$ cat src/rtl/dshot_pkg.sv
// Shared types, codes and constants of the DShot frame transmitter.
// Used by dshot_core and by the dshot_frame_transmitter top level.
package dshot_pkg;

    localparam int FRAME_BITS = 16;
    localparam int LINES_MAX  = 4;
    localparam int CFG_WIDTH  = 16;

    localparam logic [CFG_WIDTH-1:0] BIT_PERIOD_RESET     = 16'd139;
    localparam logic [CFG_WIDTH-1:0] ZERO_HIGH_TIME_RESET = 16'd41;
    localparam logic [CFG_WIDTH-1:0] ONE_HIGH_TIME_RESET  = 16'd83;

    localparam logic [3:0] LAST_BIT = 4'd15;

    typedef enum logic [1:0] {
        OP_TICK = 2'd0,
        OP_LOAD = 2'd1,
        OP_FIRE = 2'd2,
        OP_NOP  = 2'd3
    } op_t;

    typedef enum logic [1:0] {
        CFG_BIT_PERIOD     = 2'd0,
        CFG_ZERO_HIGH_TIME = 2'd1,
        CFG_ONE_HIGH_TIME  = 2'd2
    } cfg_index_t;

    typedef struct packed {
        op_t         operation;
        logic [1:0]  channel;
        logic [10:0] value;
        logic        telemetry;
    } in_item_t;

    typedef struct packed {
        logic [LINES_MAX-1:0] line_levels;
        logic                 busy_res;
        logic                 frame_done;
        logic                 fire_rejected;
    } out_item_t;

    typedef struct packed {
        logic [CFG_WIDTH-1:0] bit_period;
        logic [CFG_WIDTH-1:0] zero_high_time;
        logic [CFG_WIDTH-1:0] one_high_time;
    } cfg_regs_t;

    // The checksum is the XOR of the three nibbles of value and telemetry bit.
    function automatic logic [FRAME_BITS-1:0] build_frame(input logic [10:0] value,
                                                          input logic telemetry);
        logic [11:0] body;
        logic [3:0]  sum;
        body = {value, telemetry};
        sum  = body[11:8] ^ body[7:4] ^ body[3:0];
        return {body, sum};
    endfunction

endpackage

$ cat src/rtl/dshot_frame_transmitter.sv
// The block takes one transfer on the input channel in every clock cycle unless the input
// stalls; each transfer yields exactly one result, registered in the result register, or in
// the skid register while the output stalls. All frame state is updated by a single pass of
// logic between the input and the result register. A two-entry output buffer (result register
// plus skid register) keeps the input open while one result waits to be taken; the input
// stalls only when both entries are full. Configuration writes are always taken.
//
// Top level of the DShot frame transmitter; depends on dshot_pkg and dshot_core.
module dshot_frame_transmitter #(
    parameter int CHANNELS = 4
) (
    input  logic                  clk,
    input  logic                  rst_n,
    input  logic                  in_valid,
    output logic                  in_ready,
    input  dshot_pkg::in_item_t   in_item,
    output logic                  out_valid,
    input  logic                  out_ready,
    output dshot_pkg::out_item_t  out_item,
    input  logic                  cfg_valid,
    output logic                  cfg_ready,
    input  logic [1:0]            cfg_index,
    input  logic [15:0]           cfg_data
);
    import dshot_pkg::*;

    cfg_regs_t cfg_reg;
    out_item_t result;
    out_item_t out_reg;
    out_item_t skid_reg;
    logic      out_valid_reg;
    logic      skid_valid_reg;
    logic      in_fire;
    logic      out_fire;

    assign in_ready  = !skid_valid_reg;
    assign in_fire   = in_valid && in_ready;
    assign out_fire  = out_valid_reg && out_ready;
    assign out_valid = out_valid_reg;
    assign out_item  = out_reg;
    assign cfg_ready = 1'b1;

    dshot_core #(
        .CHANNELS (CHANNELS)
    ) u_core (
        .clk    (clk),
        .rst_n  (rst_n),
        .accept (in_fire),
        .item   (in_item),
        .cfg    (cfg_reg),
        .result (result)
    );

    always_ff @(posedge clk or negedge rst_n)
    begin
        if (!rst_n)
        begin
            cfg_reg.bit_period     <= BIT_PERIOD_RESET;
            cfg_reg.zero_high_time <= ZERO_HIGH_TIME_RESET;
            cfg_reg.one_high_time  <= ONE_HIGH_TIME_RESET;
        end
        else if (cfg_valid && cfg_ready)
        begin
            unique case (cfg_index)
                CFG_BIT_PERIOD:     cfg_reg.bit_period     <= cfg_data;
                CFG_ZERO_HIGH_TIME: cfg_reg.zero_high_time <= cfg_data;
                CFG_ONE_HIGH_TIME:  cfg_reg.one_high_time  <= cfg_data;
                default:
                begin
                end
            endcase
        end
    end

    always_ff @(posedge clk or negedge rst_n)
    begin
        if (!rst_n)
        begin
            out_valid_reg  <= 1'b0;
            skid_valid_reg <= 1'b0;
        end
        else if (out_fire || !out_valid_reg)
        begin
            if (skid_valid_reg)
            begin
                out_valid_reg  <= 1'b1;
                skid_valid_reg <= 1'b0;
            end
            else
            begin
                out_valid_reg <= in_fire;
            end
        end
        else if (in_fire)
        begin
            skid_valid_reg <= 1'b1;
        end
    end

    always_ff @(posedge clk)
    begin
        if (out_fire || !out_valid_reg)
        begin
            if (skid_valid_reg)
            begin
                out_reg <= skid_reg;
            end
            else if (in_fire)
            begin
                out_reg <= result;
            end
        end
        else if (in_fire)
        begin
            skid_reg <= result;
        end
    end

    a_skid_behind_out: assert property (@(posedge clk) disable iff (!rst_n)
        skid_valid_reg |-> out_valid_reg)
        else $error("skid entry held without a result in front of it");

    a_skid_fill_cause: assert property (@(posedge clk) disable iff (!rst_n)
        out_valid_reg && !out_ready && in_fire |=> skid_valid_reg)
        else $error("result of a transfer lost while the output stalled");

    a_skid_drain: assert property (@(posedge clk) disable iff (!rst_n)
        out_fire && skid_valid_reg |=> out_valid_reg && !skid_valid_reg)
        else $error("skid entry not moved forward after an output transfer");

endmodule

$ cat src/rtl/dshot_core.sv
// Frame staging, shifters and bit-cell timing of the DShot transmitter.
// Updates all state for one transfer per cycle while accept is high; depends on dshot_pkg.
module dshot_core #(
    parameter int CHANNELS = 4
) (
    input  logic                  clk,
    input  logic                  rst_n,
    input  logic                  accept,
    input  dshot_pkg::in_item_t   item,
    input  dshot_pkg::cfg_regs_t  cfg,
    output dshot_pkg::out_item_t  result
);
    import dshot_pkg::*;

    logic [FRAME_BITS-1:0] staged_reg [CHANNELS];
    logic [FRAME_BITS-1:0] staged_next [CHANNELS];
    logic [FRAME_BITS-1:0] shift_reg [CHANNELS];
    logic [FRAME_BITS-1:0] shift_next [CHANNELS];
    logic [3:0]            bit_index_reg;
    logic [3:0]            bit_index_next;
    logic [CFG_WIDTH-1:0]  cell_count_reg;
    logic [CFG_WIDTH-1:0]  cell_count_next;
    logic                  sending_reg;
    logic                  sending_next;
    logic [CHANNELS-1:0]   levels_reg;
    logic [CHANNELS-1:0]   levels_next;
    logic                  done;
    logic                  rejected;

    always_comb
    begin
        staged_next     = staged_reg;
        shift_next      = shift_reg;
        bit_index_next  = bit_index_reg;
        cell_count_next = cell_count_reg;
        sending_next    = sending_reg;
        levels_next     = levels_reg;
        done            = 1'b0;
        rejected        = 1'b0;
        if (accept)
        begin
            unique case (item.operation)
                OP_TICK:
                begin
                    if (sending_reg)
                    begin
                        if (cell_count_reg >= cfg.bit_period)
                        begin
                            cell_count_next = '0;
                        end
                        else
                        begin
                            cell_count_next = cell_count_reg + 16'd1;
                        end
                        if (cell_count_next == '0)
                        begin
                            levels_next = '1;
                        end
                        if (cell_count_next == cfg.zero_high_time)
                        begin
                            for (int c = 0; c < CHANNELS; c++)
                            begin
                                if (!shift_reg[c][FRAME_BITS-1])
                                begin
                                    levels_next[c] = 1'b0;
                                end
                            end
                        end
                        if (cell_count_next == cfg.one_high_time)
                        begin
                            levels_next = '0;
                            for (int c = 0; c < CHANNELS; c++)
                            begin
                                shift_next[c] = {shift_reg[c][FRAME_BITS-2:0], 1'b0};
                            end
                            if (bit_index_reg == LAST_BIT)
                            begin
                                bit_index_next = '0;
                                sending_next   = 1'b0;
                                done           = 1'b1;
                            end
                            else
                            begin
                                bit_index_next = bit_index_reg + 4'd1;
                            end
                        end
                    end
                end
                OP_LOAD:
                begin
                    for (int c = 0; c < CHANNELS; c++)
                    begin
                        if (item.channel == 2'(c))
                        begin
                            staged_next[c] = build_frame(item.value, item.telemetry);
                        end
                    end
                end
                OP_FIRE:
                begin
                    if (sending_reg)
                    begin
                        rejected = 1'b1;
                    end
                    else
                    begin
                        shift_next      = staged_reg;
                        bit_index_next  = '0;
                        cell_count_next = cfg.bit_period;
                        sending_next    = 1'b1;
                    end
                end
                OP_NOP:
                begin
                end
            endcase
        end
    end

    always_comb
    begin
        result.line_levels = '0;
        for (int c = 0; c < CHANNELS; c++)
        begin
            result.line_levels[c] = levels_next[c];
        end
        result.busy_res      = sending_next;
        result.frame_done    = done;
        result.fire_rejected = rejected;
    end

    always_ff @(posedge clk or negedge rst_n)
    begin
        if (!rst_n)
        begin
            for (int c = 0; c < CHANNELS; c++)
            begin
                staged_reg[c] <= '0;
                shift_reg[c]  <= '0;
            end
            bit_index_reg  <= '0;
            cell_count_reg <= '0;
            sending_reg    <= 1'b0;
            levels_reg     <= '0;
        end
        else
        begin
            staged_reg     <= staged_next;
            shift_reg      <= shift_next;
            bit_index_reg  <= bit_index_next;
            cell_count_reg <= cell_count_next;
            sending_reg    <= sending_next;
            levels_reg     <= levels_next;
        end
    end

    a_done_ends_frame: assert property (@(posedge clk) disable iff (!rst_n)
        accept && done |=> !sending_reg && bit_index_reg == '0)
        else $error("frame end left the transmitter busy");

    a_reject_only_busy: assert property (@(posedge clk) disable iff (!rst_n)
        accept && rejected |-> sending_reg)
        else $error("fire rejected while idle");

    a_index_needs_frame: assert property (@(posedge clk) disable iff (!rst_n)
        bit_index_reg != '0 |-> sending_reg)
        else $error("bit index advanced without a frame in progress");

    a_idle_lines_low: assert property (@(posedge clk) disable iff (!rst_n)
        !sending_reg |-> levels_reg == '0)
        else $error("lines high while idle");

endmodule
$ cat config.mk
export PLATFORM = sky130hd
export DESIGN_NAME = dshot_frame_transmitter
export DESIGN_NICKNAME = d
export VERILOG_FILES = /design/src/rtl/dshot_pkg.sv /design/src/rtl/dshot_frame_transmitter.sv /design/src/rtl/dshot_core.sv
export SDC_FILE = /design/constraint.sdc
export NUM_CORES = 1
export LEC_CHECK = 0
export ABC_AREA = 0
export ABC_CLOCK_PERIOD_IN_PS = 4040
export BUFFER_PORTS_ARGS = -buffer_cell sky130_fd_sc_hd__buf_2
export CELL_PAD_IN_SITES_DETAIL_PLACEMENT = 1
export CELL_PAD_IN_SITES_GLOBAL_PLACEMENT = 2
export CORE_MARGIN = 2
export CORE_UTILIZATION = 41
export CTS_CLUSTER_SIZE = 8
export DETAILED_ROUTE_END_ITERATION = 7
export MAX_ROUTING_LAYER = met4
export PLACE_DENSITY = 0.85
export SYNTH_ARGS = -nofsm -noshare
export SYNTH_HDL_FRONTEND = slang
export SYNTH_SLANG_ARGS = --single-unit
$ cat constraint.sdc
create_clock -name clk -period 4.04 [get_ports clk]
set_input_delay 0 -clock clk [delete_from_list [all_inputs] [get_ports clk]]
set_output_delay 0 -clock clk [all_outputs]
set_load 0.05 [all_outputs]
==> results of run 1 <==
==> power breakdown <==
| group | internal (mW) | total, mW | switching, mW |
|---|---|---|---|
| combinational | 1.18 | 2.54 | 1.36 |
| clock | 1.52 | 2.49 | 0.978 |
| sequential | 2.82 | 3.25 | 0.431 |
| total | 5.52 | 8.29 | 2.77 |
==> cells by family after synthesis <==
kind of cell / Yosys count
simple gates: 386
flops: 217
mux: 168
compound gates: 145
buf+inv: 83
xor+xnor: 38
fa+ha+maj: 18
other cells: 1
==> how the worst max path moves through the flow <==
stage	startpoint	endpoint	slack (ns)	depth (start not counted)
6_report	cfg_reg[39]$_DFFE_PN1P_	u_core.shift_reg[18]$_DFFE_PN0P_	0.05	13
5_1_grt	cfg_reg[39]$_DFFE_PN1P_	u_core.shift_reg[2]$_DFFE_PN0P_	-0.03	13
4_1_cts	cfg_reg[32]$_DFFE_PN1P_	u_core.shift_reg[2]$_DFFE_PN0P_	0.05	11
3_5_place_dp	cfg_reg[39]$_DFFE_PN1P_	u_core.shift_reg[7]$_DFFE_PN0P_	0.005	12
3_3_place_gp	cfg_reg[32]$_DFFE_PN1P_	u_core.shift_reg[3]$_DFFE_PN0P_	0.04	11
2_1_floorplan	u_core.cell_count_reg[0]$_DFFE_PN0P_	u_core.shift_reg[15]$_DFFE_PN0P_	0.31	13
==> synth_stat cells, drive strengths merged (5+ instances only) <==
cell	number	area (µm²)
nand4	12	96.34
o21a	5	37.54
a311oi	5	67.57
edfxtp	14	420.4
clkbuf	35	132.6
or3	8	50.05
o21ai	54	270.3
nand2	231	872.1
nor2	45	168.9
nor3	26	130.1
nand2b	5	31.28
dfstp	11	289.0
buf	17	152.6
dfrtp	192	4805
a21oi	27	146.4
nand3b	6	45.04
xor2	9	78.83
mux2i	7	70.07
nand3	10	55.05
nor3b	5	37.54
ha	18	225.2
and2	5	31.28
o22ai	5	31.28
and3	5	31.28
and4	5	43.79
a22oi	5	42.54
inv	30	112.6
mux2	161	1881
xnor2	25	219.0
a31oi	6	37.54
nor4	8	50.05
==> worst reg2reg max path, cell delays in order (launching register included) <==
cell and delay (ns):
dfstp_2 0.53, inv_1 0.05, ha_1 0.31, and3_1 0.17, a221o_1 0.33, a22oi_2 0.43
nand2_4 0.18, or4_1 0.62, o41ai_4 0.12, nand4_4 0.19, a21oi_4 0.19, buf_12 0.14
buf_12 0.19, mux2_2 0.39
==> area by class of cell <==
class	count	share of cell area (%)
Clock buffer	56	6.602
Clock inverter	2	0.3756
Inverter	31	0.8733
Multi-Input combinational cell	756	40.21
Sequential cell	217	41.38
Tap cell	341	3.202
Timing Repair Buffer	125	7.353
==> cells in the final DEF, fill, tap and decap left out, drive strengths merged, types with 26 or more instances in the layout <==
master and n:
o21ai 54, nor2 45, clkbuf 58, buf 88, dfrtp 192, inv 31
mux2 161, a21oi 27, nor3 26, dlygate4sd3 35, nand2 231
==> timing repair <==
action	4_1_cts	5_1_grt
endpoints found under the hold margin	201	0
hold buffers	35	0
pin swaps	1	2
gates resized for setup	3	8
endpoints found under the setup margin	36	70
cloned	0	2
setup buffers	0	3
==> layer usage <==
metal  wire length (µm)  part of all wire (%)  vias to the layer above  global-route usage, %
li1                   -                     -                     3932                      -
met1              13870                    45                     4288                  29.32
met2              14930                    49                      131                  37.04
met3               1110                   3.6                       52                  2.962
met4                703                   2.3                        0                  5.388
met5                  0                     0                        -                      -
==> per-stage QoR <==
stage | utilization (%) | hold WS, ns | std cells | TNS [ns] | cell area, µm²
2_1_floorplan | - | -0.2956 | 1056 | 0 | 11200
3_3_place_gp | 44.35 | 0.1717 | 1430 | 0 | 11920
3_5_place_dp | 44.35 | 0.1575 | 1430 | 0 | 11920
4_1_cts | 49.18 | 0.02362 | 1523 | 0 | 13220
5_1_grt | 49.58 | 0.07684 | 1528 | -0.3316 | 13320
6_report | 49.58 | 0.03956 | 1528 | 0 | 13320
==> out/summary.log, run 1 <==
[critical_path] kind of critical path flip-flop to flip-flop
[clock_network] clock buffer count from CTS 31
[timing] highest clock frequency the design can meet 250.8 MHz
[cells_and_area] fraction of final layout cells sized beyond drive strength 1 26.37%
[synthesis] Post-Syn Area 11200 µm²
[timing] Slew HR 24.19%
[synthesis] Synth Warn # 0
[route] number of search-and-repair iterations in the first detailed-routing pass 5
[synthesis] number of nets in the synthesized netlist 1113
[timing] smallest setup slack after layout 0.05245 ns
[clock_network] buffer depth of the longest clock path 3
[synthesis] Post-synth ARST share 93.55%
[place] I/O Buffers 47
[timing] clock tree skew after final layout 0.02871 ns
[global_route] pin count of the biggest net entering global routing 107
[worst_hold_path] Min-Delay Path Class input port to flip-flop
[power_and_ir_drop] maximum vdd drop 0.3571 mV
[die] row cnt 60
[cells_and_area] area of the multi-input gates 5358 µm²
[critical_path] combined buffer and inverter count along the critical path 3
[worst_hold_path] endpoint with the worst hold slack cfg_reg[33]$_DFFE_PN1P_
[power_and_ir_drop] total power consumption of the routed design 8.287 mW
[outcome] status complete, no violations
[critical_path] r2r setup slk 0.05 ns
[synthesis] xor/xnor cell area share of the yosys netlist 3.473%
[synthesis] post-synthesis adder-cell area fraction 2.010%
[global_route] global route overflow 0
[critical_path] crit-path max FO 26
[route] DRC Markers 0
[route] post-DR vias/cell 5.499
[global_route] number of global-route vias before repair 9026
[synthesis] share of synthesized area occupied by flip-flops and latches 49.21%
[route] drt first-iter violations 411
[synthesis] synthesized instance count 1056
[timing] number of pins exceeding their max-slew limit in the final report 0
[route] DRT Wirelength 30610 µm
[synthesis] multiplexer area fraction after synthesis 17.41%
[synthesis] most frequently used flop master after synthesis dfrtp_1
[critical_path] Critical-path top delay cell or4_1
[die] Starting Density 41.69%
[cells_and_area] final net count 1219
[route] average wire per standard cell 20.03 µm
[die] horizontal die dimension 169.3 µm
[worst_hold_path] worst hold start cfg_index[1]
[clock_network] total number of clock tree sinks 217
[critical_path] R2R depth 13
[clock_network] clock-pin slew of the registers on the worst-case setup and hold paths 0.06 ns
[synthesis] Syn Area/Cell 10.61 µm²
[place] worst-case setup slack after placement 0.005284 ns
[global_route] aggregate global-route resource usage 22.36%
[synthesis] area fraction in compound gates after synthesis 8.599%
[synthesis] simple logic cell fraction of the synthesized area 15.68%
[place] routability congestion estimate 0.8584
[clock_network] CTS tree done
[critical_path] Critical Path RT 4.47 ns
[global_route] wire length of the first global-routing pass 49690 µm
[synthesis] largest family of logic cells by synthesized area multiplexers
[power_and_ir_drop] leakage power summed over all cells 5.979 nW
[timing] fraction of the cycle the final worst path needs 98.70%
[critical_path] end of the worst register-to-register path u_core.shift_reg[18]$_DFFE_PN0P_
[global_route] initial antenna violation count 0
[critical_path] endpoint kind of the worst setup timing path flip-flop
[place] Post-DP HPWL 19860 µm
[cells_and_area] antenna fix cells 0
[clock_network] Clk Latency, worst-skew pair 0.57 ns
[critical_path] most frequent cell on the critical path buf_12
[critical_path] top cell family by delay on the critical path simple AND/OR/NAND/NOR gates
[timing] Least-Margin Pin Slew 1.134 ns
[route] vias after detailed routing 8403
[synthesis] flop and latch count out of synthesis 217
[critical_path] startpoint of the worst-slack reg-to-reg timing path cfg_reg[39]$_DFFE_PN1P_
[die] boundary pin count 49
[critical_path] sort of element at the start of the critical path flip-flop
[clock_network] H-Tree Level Count 1
[cells_and_area] fillers 2911
[power_and_ir_drop] total power density per cell area 621.9 nW/µm²
[route] number of nets with antenna violations after routing 0
[worst_hold_path] worst hold path stage count 5
[cells_and_area] growth of design area from synthesis to finish 18.92%
[die] full die area 28670 µm²
[timing] Tmin final 3.988 ns
[synthesis] number of distinct standard cells referenced by the synthesized netlist 78
[synthesis] EDFF count, synth 14
[cells_and_area] area occupied by registers 5514 µm²
[timing] final setup violation count 0
[flow_run] max-capacitance violation count 0
[critical_path] cells traversed along the worst timing path inv_1, ha_1, and3_1, a221o_1, a22oi_2, nand2_4, or4_1, o41ai_4, nand4_4, a21oi_4, buf_12, buf_12, mux2_2
[timing] hold violation count in the final report 0
[clock_network] root buffer cell clkbuf_16
[die] Std-Cell Core Area 26880 µm²
[die] die height 169.3 µm
[critical_path] Data arrival, critical path 4.42 ns
[critical_path] highest cell delay on the worst timing path 0.62 ns
No activity file was read; power rests on OpenSTA's default activity.
==> run 2, diff against run 1 <==
--- a/config.mk
+++ b/config.mk
@@ -15,7 +15,7 @@
 export CTS_CLUSTER_SIZE = 8
 export DETAILED_ROUTE_END_ITERATION = 7
 export MAX_ROUTING_LAYER = met4
-export PLACE_DENSITY = 0.85
+export PLACE_DENSITY_LB_ADDON = 0.25
 export SYNTH_ARGS = -nofsm -noshare
 export SYNTH_HDL_FRONTEND = slang
 export SYNTH_SLANG_ARGS = --single-unit
==> run 2 against run 1 <==
Against the previous run:
- clock-buffer cell count is the same
- die area unchanged
- design area increased by 0.85%
- combinational power up 2%
- power down 0.50%
- clock skew down 0.015 ns
- critical path type unchanged
- critical endpoint is now skid_reg[2]$_DFFE_PP_
- largest cell class unchanged
- largest power group unchanged
==> out/summary.log, run 2 (synthesis gave the netlist of run 1 again) <==
[die] Std-Cell Core Area 26880 µm² [unchanged]
[route] routed length on met3 855 µm [was 1110 µm]
[timing] final setup violation count 0 [unchanged]
[timing] clock tree skew after final layout 0.01390 ns [was 0.02871 ns]
[route] met2 wire length 14390 µm [was 14930 µm]
[clock_network] clock buffer count from CTS 31 [unchanged]
[cells_and_area] final net count 1236 [was 1219]
[power_and_ir_drop] leakage power summed over all cells 6.049 nW [was 5.979 nW]
[clock_network] total number of clock tree sinks 217 [unchanged]
[critical_path] crit-path max FO 8 [was 26]
[timing] number of pins exceeding their max-slew limit in the final report 0 [unchanged]
[clock_network] buffer depth of the longest clock path 3 [unchanged]
[route] post-DR vias/cell 5.452 [was 5.499]
[critical_path] endpoint kind of the worst setup timing path flip-flop [unchanged]
[timing] aggregate negative setup slack 0 ns [unchanged]
[critical_path] sort of element at the start of the critical path flip-flop [unchanged]
[global_route] aggregate global-route resource usage 22.82% [was 22.36%]
[route] DRT Wirelength 30730 µm [was 30610 µm]
[cells_and_area] area occupied by registers 5514 µm² [unchanged]
[critical_path] startpoint of the worst-slack reg-to-reg timing path cfg_reg[32]$_DFFE_PN1P_ [was cfg_reg[39]$_DFFE_PN1P_]
[clock_network] CTS tree done [unchanged]
[route] DRC Markers 0 [unchanged]
[global_route] global route overflow 0 [unchanged]
[place] worst-case setup slack after placement 0.06997 ns [was 0.005284 ns]
[die] boundary pin count 49 [unchanged]
[place] area post-placement 12040 µm² [was 11920 µm²]
[timing] setup repair after global routing missed its margin false
[timing] Slew HR 24.85% [was 24.19%]
[cells_and_area] top library cells by usage in the layout, fill and taps aside nand2_1, dfrtp_1, mux2_2 [unchanged]
[route] drt first-iter violations 448 [was 411]
[cells_and_area] growth of design area from synthesis to finish 19.93% [was 18.92%]
[clock_network] clock-pin slew of the registers on the worst-case setup and hold paths 0.06 ns [about the same]
[die] Starting Density 41.69% [unchanged]
[route] number of nets with antenna violations after routing 0 [unchanged]
[place] Post-DP HPWL 20950 µm [was 19860 µm]
[cells_and_area] Finished Layout Cells 1545 [was 1528]
[timing] hold violation count in the final report 0 [unchanged]
[timing] fraction of the cycle the final worst path needs 93.70% [was 98.70%]
[power_and_ir_drop] maximum vdd drop 0.3582 mV [was 0.3571 mV]
[cells_and_area] fillers 2935 [was 2911]
[critical_path] Worst Setup SP cfg_reg[32]$_DFFE_PN1P_ [was cfg_reg[39]$_DFFE_PN1P_]
[cells_and_area] antenna fix cells 0 [unchanged]
[cells_and_area] commonest non-fill, non-tap cell in the layout nand2_1 [unchanged]
[die] horizontal die dimension 169.3 µm [unchanged]
[die] die height 169.3 µm [unchanged]
[worst_hold_path] Min-Delay Path Class input port to flip-flop [unchanged]
[die] row cnt 60 [unchanged]
[place] I/O Buffers 47 [unchanged]
[global_route] initial antenna violation count 0 [unchanged]
[route] average wire per standard cell 19.89 µm [was 20.03 µm]
[cells_and_area] area of the multi-input gates 5315 µm² [was 5358 µm²]
[critical_path] Critical Path RT 4.34 ns [was 4.47 ns]
[critical_path] kind of critical path flip-flop to flip-flop [unchanged]
[power_and_ir_drop] total power consumption of the routed design 8.245 mW [was 8.287 mW]
[route] Metal-1 WL 14460 µm [was 13870 µm]
[global_route] number of global-route vias before repair 8962 [was 9026]
[timing] highest clock frequency the design can meet 264.2 MHz [was 250.8 MHz]
[place] dpl cells 1441 [was 1430]
[route] number of search-and-repair iterations in the first detailed-routing pass 5 [unchanged]
[worst_hold_path] worst hold start in_item[13] [was cfg_index[1]]
[route] top layer used by detailed routing met4 [unchanged]
[clock_network] Clk Latency, worst-skew pair 0.57 ns [about the same]
[clock_network] H-Tree Level Count 1 [unchanged]
[timing] Tmin final 3.786 ns [was 3.988 ns]
[global_route] pin count of the biggest net entering global routing 90 [was 107]
[global_route] wire length of the first global-routing pass 50100 µm [was 49690 µm]
[critical_path] Data arrival, critical path 4.08 ns [was 4.42 ns]
[cells_and_area] fraction of final layout cells sized beyond drive strength 1 26.50% [was 26.37%]
[timing] smallest setup slack after layout 0.2544 ns [was 0.05245 ns]
[outcome] status complete, no violations [unchanged]
[timing] Least-Margin Pin Slew 1.124 ns [was 1.134 ns]
[flow_run] max-capacitance violation count 0 [unchanged]
[cells_and_area] final cell area excluding filler cells 13440 µm² [was 13320 µm²]
[route] vias after detailed routing 8424 [was 8403]
[clock_network] root buffer cell clkbuf_16 [unchanged]
[place] routability congestion estimate 0.8620 [was 0.8584]
[die] full die area 28670 µm² [unchanged]
[power_and_ir_drop] total power density per cell area 613.6 nW/µm² [was 621.9 nW/µm²]
-- run 2: cell count changes in the layout (fill, tap and decap cells not counted), sizes merged --
cell         before  now
clkinv            1    2
bufinv            1    0
buf              88   99
dlygate4sd3      35   43
clkbuf           58   56
-- run 2: report_power, final --
group	internal, mW	switching, mW	total [mW]
Combinational	1.20	1.38	2.59
Sequential	2.82	0.395	3.21
Clock	1.45	0.991	2.44
-- run 2: metal layers --
layer	global-route usage, %	vias to the layer above
met2	36.84	122
li1	-	3965
met3	2.682	55
met5	-	-
met1	30.39	4282
met4	6.949	0
-- run 2: layout make-up --
type / count / area share, %
timing repair buffer: 142 / 8.641
tap: 341 / 3.175
clock buffer: 56 / 6.546
clock inverter: 2 / 0.1862
sequential: 217 / 41.03
inverter: 31 / 0.8659
multi-input combinational: 756 / 39.55
-- run 2: timing repair --
action,CTS,global route
gates resized for setup,0,3
hold endpoints to repair,248,0
hold buffers,44,0
buffers inserted,0,2
endpoints found under the setup margin,0,63
-- run 2: worst paths after layout --
check / to / slack (ns) / depth (start not counted)
hold / removal: u_core.staged_reg[10]$_DFFE_PN0P_ / 0.02 / 4
setup reg to reg: skid_reg[2]$_DFFE_PP_ / 0.25 / 11
max in group asynchronous: u_core.staged_reg[6]$_DFFE_PN0P_ / 3.28 / 3
hold reg to reg: u_core.shift_reg[38]$_DFFE_PN0P_ / 0.49 / 1
min in group asynchronous: cfg_reg[4]$_DFFE_PN1P_ / 0.06 / 2
setup / recovery: skid_reg[2]$_DFFE_PP_ / 0.25 / 11
-- run 2: stage by stage --
stage	hold slack [ns]	utilization (%)
after floorplan	-0.2956	-
after global placement	-0.02262	44.80
after detailed placement	-0.009534	44.80
after CTS	0.005877	49.87
after global routing	0.04249	50.00
final	0.02313	50.00
-- run 2: worst max-delay path: stages, from the launching register on --
cell	delay [ns]
dfstp_2	0.54
ha_1	0.22
nand2b_1	0.15
a2111o_1	0.45
a311oi_4	0.34
and2_2	0.30
o22ai_1	0.13
a311oi_2	0.41
nand4_4	0.19
buf_4	0.22
o41ai_1	0.41
nand2_1	0.13
